$ cat config.mk
export PLATFORM = sky130hd
export DESIGN_NAME = packet_alu_byte_slave_core
export DESIGN_NICKNAME = d
export VERILOG_FILES = /design/src/pab_pkg.sv /design/src/pab_arith.sv /design/src/packet_alu_byte_slave_core.sv
export SDC_FILE = /design/constraint.sdc
export NUM_CORES = 1
export LEC_CHECK = 0
export ABC_CLOCK_PERIOD_IN_PS = 17590
export BUFFER_PORTS_ARGS = -buffer_cell sky130_fd_sc_hd__buf_2
export CAP_MARGIN = 20
export CORE_ASPECT_RATIO = 0.7
export CORE_MARGIN = 4
export CORE_UTILIZATION = 45
export CTS_BUF_LIST = sky130_fd_sc_hd__clkbuf_4 sky130_fd_sc_hd__clkbuf_8 sky130_fd_sc_hd__clkbuf_16
export DETAILED_ROUTE_END_ITERATION = 8
export MAX_ROUTING_LAYER = met4
export PLACE_DENSITY = 0.7
export SLEW_MARGIN = 20
export SYNTH_ARGS = -nofsm -noshare
export SYNTH_HDL_FRONTEND = slang
export SYNTH_SLANG_ARGS = --single-unit
export TNS_END_PERCENT = 50
$ cat constraint.sdc
create_clock -name clk -period 17.59 [get_ports clk]
set_clock_uncertainty 0.2 [all_clocks]
set_input_delay 3.518 -clock clk [delete_from_list [all_inputs] [get_ports clk]]
set_output_delay 3.518 -clock clk [all_outputs]
set_load 0.05 [all_outputs]
$ cat src/pab_pkg.sv
// Package for the packet ALU byte slave: event codes, opcodes, defaults
// and the request and response types between the top level and the
// arithmetic unit. Depends on nothing.
package pab_pkg;

  localparam int OPERAND_BYTES_DEF = 4;
  localparam int OPCODE_BYTES      = 4;
  localparam int RESULT_BITS       = 32;

  localparam logic [1:0] FUNC_START = 2'd0;
  localparam logic [1:0] FUNC_STOP  = 2'd1;
  localparam logic [1:0] FUNC_WRITE = 2'd2;
  localparam logic [1:0] FUNC_READ  = 2'd3;

  localparam logic [31:0] OPC_ADD = 32'd0;
  localparam logic [31:0] OPC_MUL = 32'd1;
  localparam logic [31:0] OPC_DIV = 32'd2;
  localparam logic [31:0] OPC_SUB = 32'd3;

  typedef enum logic [1:0] {
    KIND_ADD = 2'd0,
    KIND_MUL = 2'd1,
    KIND_DIV = 2'd2,
    KIND_SUB = 2'd3
  } kind_t;

  typedef struct packed {
    logic  start;
    kind_t kind;
  } arith_req_t;

  typedef struct packed {
    logic                   done;
    logic [RESULT_BITS-1:0] result;
  } arith_rsp_t;

endpackage

$ cat src/pab_arith.sv
// Iterative arithmetic unit of the packet ALU: add, subtract, shift-add
// multiply and restoring divide, all through one shared adder.
// Depends on pab_pkg.
module pab_arith #(
  parameter int OPERAND_BYTES = pab_pkg::OPERAND_BYTES_DEF
) (
  input  logic                            clk,
  input  logic                            rst_n,
  input  pab_pkg::arith_req_t             req,
  input  logic signed [8*OPERAND_BYTES-1:0] op_a,
  input  logic signed [8*OPERAND_BYTES-1:0] op_b,
  output pab_pkg::arith_rsp_t             rsp
);

  localparam int W    = 8 * OPERAND_BYTES;
  localparam int RB   = pab_pkg::RESULT_BITS;
  localparam int AW   = (W + 1 > RB + 1) ? W + 1 : RB + 1;
  localparam int MAXN = (W > RB) ? W : RB;
  localparam int CW   = $clog2(MAXN + 1);

  typedef enum logic [4:0] {
    U_IDLE = 5'b00001,
    U_MUL  = 5'b00010,
    U_DIV  = 5'b00100,
    U_NEG  = 5'b01000,
    U_DONE = 5'b10000
  } ustate_t;

  ustate_t        state_r;
  logic [RB-1:0]  res_r;
  logic [RB-1:0]  mcand_r;
  logic [RB-1:0]  mplier_r;
  logic [W-1:0]   quo_r;
  logic [W-1:0]   rem_r;
  logic [W-1:0]   div_r;
  logic           neg_r;
  logic [CW-1:0]  cnt_r;

  logic [AW-1:0]  add_x;
  logic [AW-1:0]  add_y;
  logic           add_cin;
  logic [AW:0]    add_sum;
  logic [W:0]     shifted;
  logic           ge;
  logic [W-1:0]   rem_nxt;
  logic [W-1:0]   quo_nxt;
  logic [W-1:0]   a_u;
  logic [W-1:0]   b_u;
  logic [W-1:0]   a_mag;
  logic [W-1:0]   b_mag;
  logic [RB-1:0]  a_32;
  logic [RB-1:0]  b_32;

  always_comb begin
    a_u   = W'(op_a);
    b_u   = W'(op_b);
    a_mag = a_u[W-1] ? (~a_u + W'(1)) : a_u;
    b_mag = b_u[W-1] ? (~b_u + W'(1)) : b_u;
    a_32  = RB'(op_a);
    b_32  = RB'(op_b);
    shifted = {rem_r, quo_r[W-1]};
  end

  always_comb begin
    add_x   = '0;
    add_y   = '0;
    add_cin = 1'b0;
    unique case (state_r)
      U_IDLE: begin
        add_x = AW'(a_32);
        if (req.kind == pab_pkg::KIND_SUB) begin
          add_y   = ~AW'(b_32);
          add_cin = 1'b1;
        end else begin
          add_y = AW'(b_32);
        end
      end
      U_MUL: begin
        add_x = AW'(res_r);
        add_y = mplier_r[0] ? AW'(mcand_r) : '0;
      end
      U_DIV: begin
        add_x   = AW'(shifted);
        add_y   = ~AW'(div_r);
        add_cin = 1'b1;
      end
      U_NEG: begin
        add_y   = ~AW'(res_r);
        add_cin = 1'b1;
      end
      U_DONE: begin
        add_x = '0;
      end
      default: begin
        add_x = '0;
      end
    endcase
    add_sum = (AW + 1)'(add_x) + (AW + 1)'(add_y) + (AW + 1)'(add_cin);
    ge      = add_sum[AW];
    rem_nxt = ge ? add_sum[W-1:0] : shifted[W-1:0];
    quo_nxt = {quo_r[W-2:0], ge};
  end

  always_ff @(posedge clk) begin
    if (!rst_n) begin
      state_r <= U_IDLE;
    end else begin
      unique case (state_r)
        U_IDLE: begin
          if (req.start) begin
            unique case (req.kind) inside
              pab_pkg::KIND_ADD, pab_pkg::KIND_SUB: begin
                res_r   <= add_sum[RB-1:0];
                state_r <= U_DONE;
              end
              pab_pkg::KIND_MUL: begin
                res_r    <= '0;
                mcand_r  <= a_32;
                mplier_r <= b_32;
                cnt_r    <= CW'(RB);
                state_r  <= U_MUL;
              end
              pab_pkg::KIND_DIV: begin
                if (b_u == '0) begin
                  res_r   <= '0;
                  state_r <= U_DONE;
                end else begin
                  quo_r   <= a_mag;
                  div_r   <= b_mag;
                  rem_r   <= '0;
                  neg_r   <= a_u[W-1] ^ b_u[W-1];
                  cnt_r   <= CW'(W);
                  state_r <= U_DIV;
                end
              end
              default: begin
                state_r <= U_IDLE;
              end
            endcase
          end
        end
        U_MUL: begin
          res_r    <= add_sum[RB-1:0];
          mcand_r  <= {mcand_r[RB-2:0], 1'b0};
          mplier_r <= {1'b0, mplier_r[RB-1:1]};
          cnt_r    <= cnt_r - CW'(1);
          if (cnt_r == CW'(1)) begin
            state_r <= U_DONE;
          end
        end
        U_DIV: begin
          rem_r <= rem_nxt;
          quo_r <= quo_nxt;
          cnt_r <= cnt_r - CW'(1);
          if (cnt_r == CW'(1)) begin
            res_r   <= RB'(quo_nxt);
            state_r <= neg_r ? U_NEG : U_DONE;
          end
        end
        U_NEG: begin
          res_r   <= add_sum[RB-1:0];
          state_r <= U_DONE;
        end
        U_DONE: begin
          state_r <= U_IDLE;
        end
        default: begin
          state_r <= U_IDLE;
        end
      endcase
    end
  end

  assign rsp.done   = (state_r == U_DONE);
  assign rsp.result = res_r;

endmodule

$ cat src/packet_alu_byte_slave_core.sv
// Top level of the packet ALU byte slave: event decoding, packet store,
// result word and read-back. Depends on pab_pkg and pab_arith.
//
// One item is one bus event on in_func (start, stop, written byte or read
// request) with in_wdata. An item is taken at a clock edge where start is
// high and busy is low. Each item gives exactly one result, shown on the
// out_ ports for one cycle while out_valid is high; the receiver must take
// it then, as it cannot stall the block.
// Start, written bytes, read requests and stops that start no calculation
// answer in the cycle after the item is taken, and busy stays low.
// A stop that completes a packet with a known opcode runs the arithmetic
// unit and holds busy high until its result is shown: add, subtract and a
// zero divisor go straight to the done state, a multiply through its
// shift-add steps (one multiplier bit a cycle) and a divide through its
// restoring steps and, for a negative quotient, a negation step. The next
// item can be taken in the cycle that a result is shown.
// Reset clears the counts, the result word and the control state; the
// packet store needs no clearing, as a packet is only used once written.
module packet_alu_byte_slave_core #(
  parameter int OPERAND_BYTES = pab_pkg::OPERAND_BYTES_DEF
) (
  input  logic       clk,
  input  logic       rst_n,
  input  logic       start,
  output logic       busy,
  input  logic [1:0] in_func,
  input  logic [7:0] in_wdata,
  output logic       out_valid,
  output logic [7:0] out_rdata,
  output logic       out_rdata_valid,
  output logic       out_computed
);

  localparam int W   = 8 * OPERAND_BYTES;
  localparam int PL  = 2 * OPERAND_BYTES + pab_pkg::OPCODE_BYTES;
  localparam int RCW = $clog2(PL + 1);
  localparam int IW  = $clog2(PL);
  localparam int RB  = pab_pkg::RESULT_BITS;

  typedef enum logic [1:0] {
    T_IDLE = 2'b01,
    T_CALC = 2'b10
  } tstate_t;

  tstate_t             state_r;
  logic [7:0]          pkt_r [PL];
  logic [RCW-1:0]      rx_cnt_r;
  logic [1:0]          tx_cnt_r;
  logic [RB-1:0]       res_word_r;
  logic                out_valid_r;
  logic [7:0]          out_rdata_r;
  logic                out_rdata_valid_r;
  logic                out_computed_r;

  logic                accept;
  logic                full;
  logic                known;
  logic [RCW-1:0]      wr_idx;
  logic [W-1:0]        opa_w;
  logic [W-1:0]        opb_w;
  logic [31:0]         opcode;
  pab_pkg::arith_req_t req;
  pab_pkg::arith_rsp_t rsp;

  always_comb begin
    for (int i = 0; i < OPERAND_BYTES; i++) begin
      opa_w[8*i +: 8] = pkt_r[i];
      opb_w[8*i +: 8] = pkt_r[OPERAND_BYTES + i];
    end
    for (int i = 0; i < pab_pkg::OPCODE_BYTES; i++) begin
      opcode[8*i +: 8] = pkt_r[2*OPERAND_BYTES + i];
    end
  end

  assign busy   = (state_r == T_CALC);
  assign accept = start && !busy;
  assign full   = (rx_cnt_r == RCW'(PL));
  assign known  = (opcode == pab_pkg::OPC_ADD) || (opcode == pab_pkg::OPC_MUL) ||
                  (opcode == pab_pkg::OPC_DIV) || (opcode == pab_pkg::OPC_SUB);
  assign wr_idx = full ? '0 : rx_cnt_r;

  assign req.start = accept && (in_func == pab_pkg::FUNC_STOP) && full && known;
  assign req.kind  = pab_pkg::kind_t'(opcode[1:0]);

  pab_arith #(
    .OPERAND_BYTES(OPERAND_BYTES)
  ) u_arith (
    .clk  (clk),
    .rst_n(rst_n),
    .req  (req),
    .op_a (opa_w),
    .op_b (opb_w),
    .rsp  (rsp)
  );

  always_ff @(posedge clk) begin
    if (accept && (in_func == pab_pkg::FUNC_WRITE)) begin
      pkt_r[wr_idx[IW-1:0]] <= in_wdata;
    end
  end

  always_ff @(posedge clk) begin
    out_rdata_r       <= '0;
    out_rdata_valid_r <= 1'b0;
    out_computed_r    <= 1'b0;
    if (!rst_n) begin
      state_r     <= T_IDLE;
      rx_cnt_r    <= '0;
      tx_cnt_r    <= '0;
      res_word_r  <= '0;
      out_valid_r <= 1'b0;
    end else begin
      out_valid_r <= 1'b0;
      unique case (state_r)
        T_IDLE: begin
          if (accept) begin
            unique case (in_func)
              pab_pkg::FUNC_START: begin
                rx_cnt_r    <= '0;
                tx_cnt_r    <= '0;
                out_valid_r <= 1'b1;
              end
              pab_pkg::FUNC_STOP: begin
                if (full && known) begin
                  state_r <= T_CALC;
                end else begin
                  out_valid_r <= 1'b1;
                  if (full) begin
                    res_word_r     <= '0;
                    out_computed_r <= 1'b1;
                  end
                end
              end
              pab_pkg::FUNC_WRITE: begin
                rx_cnt_r    <= wr_idx + RCW'(1);
                out_valid_r <= 1'b1;
              end
              pab_pkg::FUNC_READ: begin
                out_rdata_r       <= res_word_r[8*tx_cnt_r +: 8];
                out_rdata_valid_r <= 1'b1;
                tx_cnt_r          <= tx_cnt_r + 2'd1;
                out_valid_r       <= 1'b1;
              end
              default: begin
                out_valid_r <= 1'b1;
              end
            endcase
          end
        end
        T_CALC: begin
          if (rsp.done) begin
            res_word_r     <= rsp.result;
            out_computed_r <= 1'b1;
            out_valid_r    <= 1'b1;
            state_r        <= T_IDLE;
          end
        end
        default: begin
          state_r <= T_IDLE;
        end
      endcase
    end
  end

  assign out_valid       = out_valid_r;
  assign out_rdata       = out_rdata_r;
  assign out_rdata_valid = out_rdata_valid_r;
  assign out_computed    = out_computed_r;

endmodule

==> metrics.cfg, run 1 <==
[cells_and_area]
antennaDiodeCount = 0
fill_cells = 3419
synthToLayoutAreaGrowth_pct = 9.33
nets = 1766
drive_above_1_share_pct = 7.89

[synthesis]
synth_cells = 1720
postSynth.asyncResetShare_pct = 0
synthDistinctLibCells = 59
netlist_top_cells_count = nand2_1 (356), edfxtp_1 (295), o21ai_0 (124)
synth_ff_type = edfxtp_1
synthAdderAreaFrac_pct = 3.91
synth_top_area_cell = edfxtp_1
synth_mux_area_share_pct = 2.45
syn_nets = 1788
netlist_area_mm2 = 0.0180
synth_top_family_by_area = simple AND/OR/NAND/NOR gates
yosys-top-cells-area = edfxtp_1 (49%), nand2_1 (7.4%), dfxtp_1 (6.2%)
synth_edf_count = 295
synth_top_area_share_pct = 49.3
yosys.area_share.simple_pct = 15.2
ys_ff_latch = 351
synth.most_common_cell = nand2_1
ys_warn_count = 0
seq_area_frac_synth_pct = 55.5
synth_compound_area_share_pct = 13.6
synth-xor-area-share_pct = 6.04
syn_avg_cell_area_um2 = 10.5

[routing]
drc = 0
drtIter0Drc = 2089
routed_wl_mm = 51.1
avgRoutedWirePerCell_um = 22.7
first_pass_iters = 8
ant_nets = 0
dr_total_vias = 13600
avgViaCountPerCell = 6.02

[critical_path]
crit_required_ns = 17.77
cp-end-kind = flop
worst_setup_path_start_kind = flop
crit_arrival_ns = 6.75
crit_path_max_fanout = 71
path_class = reg2reg

[clock_network]
cts_setup_buffers = 0
clk_path_buf_depth = 3
cts_root_buf = clkbuf_16
cts_tree = yes
ctsHoldBuffers = 0
clkTransAtPathRegs_ns = 0.07
cts_sinks = 351
insertion_delay_ns = 0.54
cts_resized = 0
cts_made_buffers = 34
htreeDepth = 2

[global_routing]
grt_max_degree = 72
grtUsageTotal_pct = 23.9
grt_pass1_vias = 12300
antenna_found_initial = 0
grt_remaining_overflow = 0
grt_first_pass_wirelength_mm = 76.6

[timing]
fmax_mhz = 152
fin_tns_setup_ns = 0
fin_ws_ns = 11.01
rsz0062_at_grt = false
finalCritPeriodShare_pct = 37.4
hold_viol = 0
tightest_slew_ns = 1.02
slew_headroom_pct = 32.3
report.final.slew_viol_count = 0
timing.final.crit_period_ns = 6.58
setup_viol = 0

[placement]
io_buffers = 24
place_ws_ns = 10.92
dp_hpwl_mm = 35.5
gp_congestion = 0.969

[power_and_ir_drop]
p_per_area_mw_per_mm2 = 84.1
ir_drop_mv = 0.0777
p_leak_nw = 7.13
fin_total_pwr_mw = 1.65

[floorplan]
start_util_pct = 46.2
rows = 60
io_pins = 25
die_h_um = 175
core_area_mm2 = 0.0390
die-area_mm2 = 0.0433
die_w_um = 247

[job]
cap_viol_max_count = 0

[hold_path]
hp-class = reg2reg

[run_status]
status = completed

power breakdown:
group / switching [mW] / internal, mW / total (mW)
combinational: 0.0173 / 0.00797 / 0.0253
clock: 0.330 / 0.402 / 0.732
sequential: 0.00219 / 0.893 / 0.896
sequential cells by signal, indices dropped and copies added, names as in the netlist, 2 cells and up:
| register | cells |
|---|---|
| out_rdata | 8 |
| pkt_r | 96 |
| res_word_r | 32 |
| rx_cnt_r | 4 |
| state_r | 2 |
| tx_cnt_r | 2 |
| u_arith.cnt_r | 6 |
| u_arith.div_r | 32 |
| u_arith.mcand_r | 32 |
| u_arith.mplier_r | 32 |
| u_arith.quo_r | 32 |
| u_arith.rem_r | 32 |
| u_arith.res_r | 32 |
| u_arith.state_r | 5 |
path summary, 6_finish.rpt:
check / end / depth (start not counted) / slack (ns) / startpoint
max: u_arith.rem_r[30]$_SDFFCE_PP0P_ / 18 / 11.01 / u_arith.state_r[2]$_SDFFE_PN0P_
min: res_word_r[11]$_SDFFE_PN0P_ / 2 / 0.26 / res_word_r[11]$_SDFFE_PN0P_
max reg2reg: u_arith.rem_r[30]$_SDFFCE_PP0P_ / 18 / 11.01 / u_arith.state_r[2]$_SDFFE_PN0P_
min reg2reg: res_word_r[11]$_SDFFE_PN0P_ / 2 / 0.26 / res_word_r[11]$_SDFFE_PN0P_
worst max-delay path, stage by stage, from the launching register on:
cell and delay (ns):
dfxtp_1 0.36, or3_1 0.44, nor3b_2 0.20, buf_4 0.64
and2_1 0.23, buf_4 0.35, a21oi_1 0.11, o21ai_0 0.15
ha_1 0.29, nand3_1 0.16, nor4_1 0.47, o21ai_0 0.20
a2111oi_0 0.78, nor2_1 0.10, a31oi_1 0.40, o221ai_4 0.32
buf_4 0.37, or2_2 0.40, o21ai_0 0.17
layout by cell type, fill, tap and decap left out, types with 4 or more instances in the layout:
cell,netlist,routed
nand2_1,356,356
edfxtp_1,295,295
o21ai_0,124,124
xnor2_1,84,84
nor2_1,82,79
a21oi_1,70,70
inv_1,59,59
dfxtp_1,56,56
ha_1,53,52
nand3_1,49,49
xor2_1,40,40
a21boi_0,36,36
clkbuf_16,0,36
o22ai_1,33,33
a222oi_1,32,32
mux2i_1,26,26
buf_2,3,24
o31ai_1,19,19
nor2b_1,18,18
buf_4,0,17
nor3_1,16,15
nor4_1,15,15
a21o_1,14,14
or2_2,13,13
or3_1,12,12
nand4_1,9,9
o41ai_1,9,9
and2_1,8,8
o21a_1,8,8
and3_1,8,8
mux4_2,8,8
nand2b_1,7,7
clkinv_2,0,7
a211oi_1,6,6
or4_1,6,6
nand3b_1,5,5
a31oi_1,5,5
clkinv_1,0,5
o21ai_1,4,4
clkbuf_4,0,4
cells by family (layout without fill, tap and decap cells):
logic type               count (synthesis)  count (layout)
adder cells (fa/ha/maj)                 55              55
AO/OA/AOI/OAI                          381             381
flip-flops                             351             351
multiplexers                            34              34
buffers and inverters                  158             161
AND/OR/NAND/NOR                        617             617
XOR/XNOR                               124             124
stage by stage:
stage | instance area (um2) | hold WS, ns | cells | util (%)
floorplan | 18000 | 0.238 | 1720 | -
global placement | 18600 | 0.250 | 2189 | 47.7
detailed placement | 18600 | 0.256 | 2189 | 47.7
CTS | 19700 | 0.266 | 2250 | 50.5
global route | 19700 | 0.285 | 2250 | 50.5
finish | 19700 | 0.261 | 2250 | 50.5
metal layers:
metal  vias to the layer above  track usage (%)  part of all wire [%]
met5                         -                -                     0
met4                         0             5.50                   2.5
met3                        81             9.08                    15
met2                       748             29.2                    37
met1                      6563             36.7                    45
li1                       6163                -                     -
final cells by class:
cell class | instances | area (um2) | area share (%)
Clock buffer | 41 | 945 | 4.80
Clock inverter | 20 | 140 | 0.713
Inverter | 59 | 221 | 1.13
Multi-Input combinational cell | 1211 | 7470 | 38.0
Sequential cell | 351 | 9980 | 50.8
Tap cell | 527 | 659 | 3.35
Timing Repair Buffer | 41 | 248 | 1.26
Note: power is estimated with default switching activity, not from simulation.
==> run 2, diff against run 1 <==
ABC_AREA = 1   (was not set)
ABC_CLOCK_PERIOD_IN_PS = 6800   (was 17590)
clock period = 6.8 ns   (was 17.59 ns; I/O delays follow)
==> metrics.cfg, run 2 <==
[timing]
fmax_mhz = 189  ; was 152 MHz
finalCritPeriodShare_pct = 77.8  ; was 37.4%
rsz0062_at_grt = false  ; unchanged
timing.final.crit_period_ns = 5.29  ; was 6.58 ns
report.final.slew_viol_count = 0  ; unchanged
setup_viol = 0  ; unchanged
slew_headroom_pct = 27.6  ; was 32.3%
tightest_slew_ns = 1.09  ; was 1.02 ns
fin_tns_setup_ns = 0  ; unchanged
hold_viol = 0  ; unchanged

[critical_path]
cp-end-kind = flop  ; unchanged
crit_required_ns = 6.89  ; was 17.77 ns
worst_setup_path_start_kind = flop  ; unchanged
crit_path_max_fanout = 86  ; was 71
reg2reg_depth = 16  ; was 18
path_class = reg2reg  ; unchanged
crit_arrival_ns = 5.38  ; was 6.75 ns

[cells_and_area]
largest_reg_flops = 96  ; unchanged
final_common_cell = nand2_1  ; unchanged
multi_input_area_mm2 = 0.00837  ; was 0.00747 mm2
final_cell_mix = nand2_1 (703), edfxtp_1 (295), inv_1 (279), nor2_1 (196), o21ai_0 (162)  ; was nand2_1 (356), edfxtp_1 (295), o21ai_0 (124), xnor2_1 (84), nor2_1 (79)
fill_cells = 4099  ; was 3419
drive_above_1_share_pct = 7.62  ; was 7.89%
nets = 2447  ; was 1766
seq_area_mm2 = 0.00998  ; unchanged
synthToLayoutAreaGrowth_pct = 9.20  ; was 9.33%

[floorplan]
io_pins = 25  ; unchanged
die_h_um = 184  ; was 175 um
rows = 64  ; was 60
die-area_mm2 = 0.0475  ; was 0.0433 mm2
die_w_um = 259  ; was 247 um
core_area_mm2 = 0.0436  ; was 0.0390 mm2
start_util_pct = 45.4  ; was 46.2%

[routing]
avgRoutedWirePerCell_um = 21.3  ; was 22.7 um
drtIter0Drc = 2667  ; was 2089
drc = 0  ; unchanged
first_pass_iters = 6  ; was 8
ant_nets = 0  ; unchanged
avgViaCountPerCell = 5.74  ; was 6.02
dr_total_vias = 17200  ; was 13600
routed_wl_mm = 64.0  ; was 51.1 mm

[synthesis]
synth.most_common_cell = nand2_1  ; unchanged
synth_top_area_share_pct = 44.7  ; was 49.3%
seq_area_frac_synth_pct = 50.4  ; was 55.5%
synth_ff_type = edfxtp_1  ; unchanged
synth_edf_count = 295  ; unchanged
ys_warn_count = 0  ; unchanged
netlist_top_cells_count = nand2_1 (703), edfxtp_1 (295), inv_1 (280)  ; was nand2_1 (356), edfxtp_1 (295), o21ai_0 (124)
syn_nets = 2456  ; was 1788
ys_ff_latch = 351  ; unchanged
synth_top_area_cell = edfxtp_1  ; unchanged
postSynth.asyncResetShare_pct = 0  ; unchanged
synthDistinctLibCells = 46  ; was 59
netlist_area_mm2 = 0.0198  ; was 0.0180 mm2
syn_avg_cell_area_um2 = 8.30  ; was 10.5 um2
synth_cells = 2388  ; was 1720
yosys-top-cells-area = edfxtp_1 (45%), nand2_1 (13%), dfxtp_1 (5.7%)  ; was edfxtp_1 (49%), nand2_1 (7.4%), dfxtp_1 (6.2%)

[power_and_ir_drop]
p_per_area_mw_per_mm2 = 209  ; was 84.1 mW/mm2
fin_total_pwr_mw = 4.53  ; was 1.65 mW
ir_drop_mv = 0.205  ; was 0.0777 mV
p_leak_nw = 8.77  ; was 7.13 nW

[clock_network]
cts_sinks = 351  ; unchanged
insertion_delay_ns = 0.53  ; was 0.54 ns
ctsHoldBuffers = 0  ; unchanged
cts_resized = 0  ; unchanged
cts_tree = yes  ; unchanged
clk_path_buf_depth = 3  ; unchanged
clkTransAtPathRegs_ns = 0.07  ; about the same
cts_root_buf = clkbuf_16  ; unchanged
htreeDepth = 2  ; unchanged
cts_setup_buffers = 0  ; unchanged
cts_made_buffers = 34  ; unchanged

[hold_path]
hold_depth = 2  ; unchanged
hp-class = reg2reg  ; unchanged

[placement]
gp_congestion = 1.02  ; was 0.969
dp_hpwl_mm = 48.3  ; was 35.5 mm
io_buffers = 24  ; unchanged

[global_routing]
grt_max_degree = 100  ; was 72
antenna_found_initial = 6  ; was 0
grt_first_pass_wirelength_mm = 96.2  ; was 76.6 mm
grtUsageTotal_pct = 27.2  ; was 23.9%
grt_pass1_vias = 15700  ; was 12300
grt_remaining_overflow = 0  ; unchanged

[run_status]
status = completed  ; unchanged

[job]
cap_viol_max_count = 0  ; unchanged

[run 2: cell count changes after synthesis, moves of 50 or more]
cell     delta
nand2_1   +347
nand3_1    +86
inv_1     +221
a21oi_1    +50
nor2_1    +116
xnor2_1    -80
[run 2: worst paths after layout]
path	start	end	slack [ns]
worst max register to register	u_arith.state_r[2]$_SDFFE_PN0P_	u_arith.rem_r[31]$_SDFFCE_PP0P_	1.51
worst min-delay path	res_word_r[15]$_SDFFE_PN0P_	res_word_r[15]$_SDFFE_PN0P_	0.26
worst max-delay path	u_arith.state_r[2]$_SDFFE_PN0P_	u_arith.rem_r[31]$_SDFFCE_PP0P_	1.51
worst min register to register	res_word_r[15]$_SDFFE_PN0P_	res_word_r[15]$_SDFFE_PN0P_	0.26
[run 2: power breakdown]
| group | total (mW) | switching, mW | internal (mW) |
|---|---|---|---|
| sequential | 2.32 | 0.00520 | 2.32 |
| clock | 1.98 | 0.835 | 1.14 |
| combinational | 0.229 | 0.178 | 0.0504 |
| total | 4.53 | 1.02 | 3.51 |
[run 2: final cells by class]
cell class	instances	area share (%)
antenna	3	0.0347
clock buffer	46	4.59
clock inverter	13	0.659
inverter	285	4.95
multi-input combinational	1656	38.7
sequential	351	46.1
tap	594	3.43
timing repair buffer	51	1.54
[run 2: critical path, cell delays in order (launching register included)]
cell and delay, ns:
dfxtp_1 0.36, nor2_1 0.22, nand4_1 0.48, inv_4 0.81
nand2_1 0.19, o21ai_0 0.33, ha_1 0.35, a21oi_1 0.29
o21ai_1 0.11, nand2_1 0.07, nand3_1 0.15, nor2_4 0.56
nand2_4 0.30, nand2_4 0.36, nand2_1 0.09, nand2_1 0.08
inv_1 0.04
[run 2: logic make-up after synthesis]
group	count (synthesis)	synth area share, %
XOR/XNOR	52	2.30
adder cells (fa/ha/maj)	55	3.55
buffers and inverters	381	7.82
AND/OR/NAND/NOR	1154	24.3
AO/OA/AOI/OAI	395	11.7
flip-flops	351	50.4
[run 2: metal layers]
layer / up-vias / global-route usage [%] / share of wire (%)
li1: 7998 / - / -
met2: 958 / 36.2 / 39
met4: 0 / 5.93 / 2.2
met3: 92 / 7.64 / 13
met1: 8173 / 41.1 / 46
met5: - / - / 0
[run 2: per-stage QoR]
step | hold WS (ns) | instances | cell area, um2 | setup slack, ns | util, %
CTS | 0.263 | 2996 | 21600 | 1.59 | 49.5
detailed placement | 0.254 | 2937 | 20500 | 1.57 | 46.9
global placement | 0.253 | 2936 | 20500 | 1.69 | 46.9
global route | 0.291 | 2998 | 21600 | 1.08 | 49.6
floorplan | 0.240 | 2388 | 19800 | 0.759 | -
finish | 0.263 | 2999 | 21600 | 1.51 | 49.6
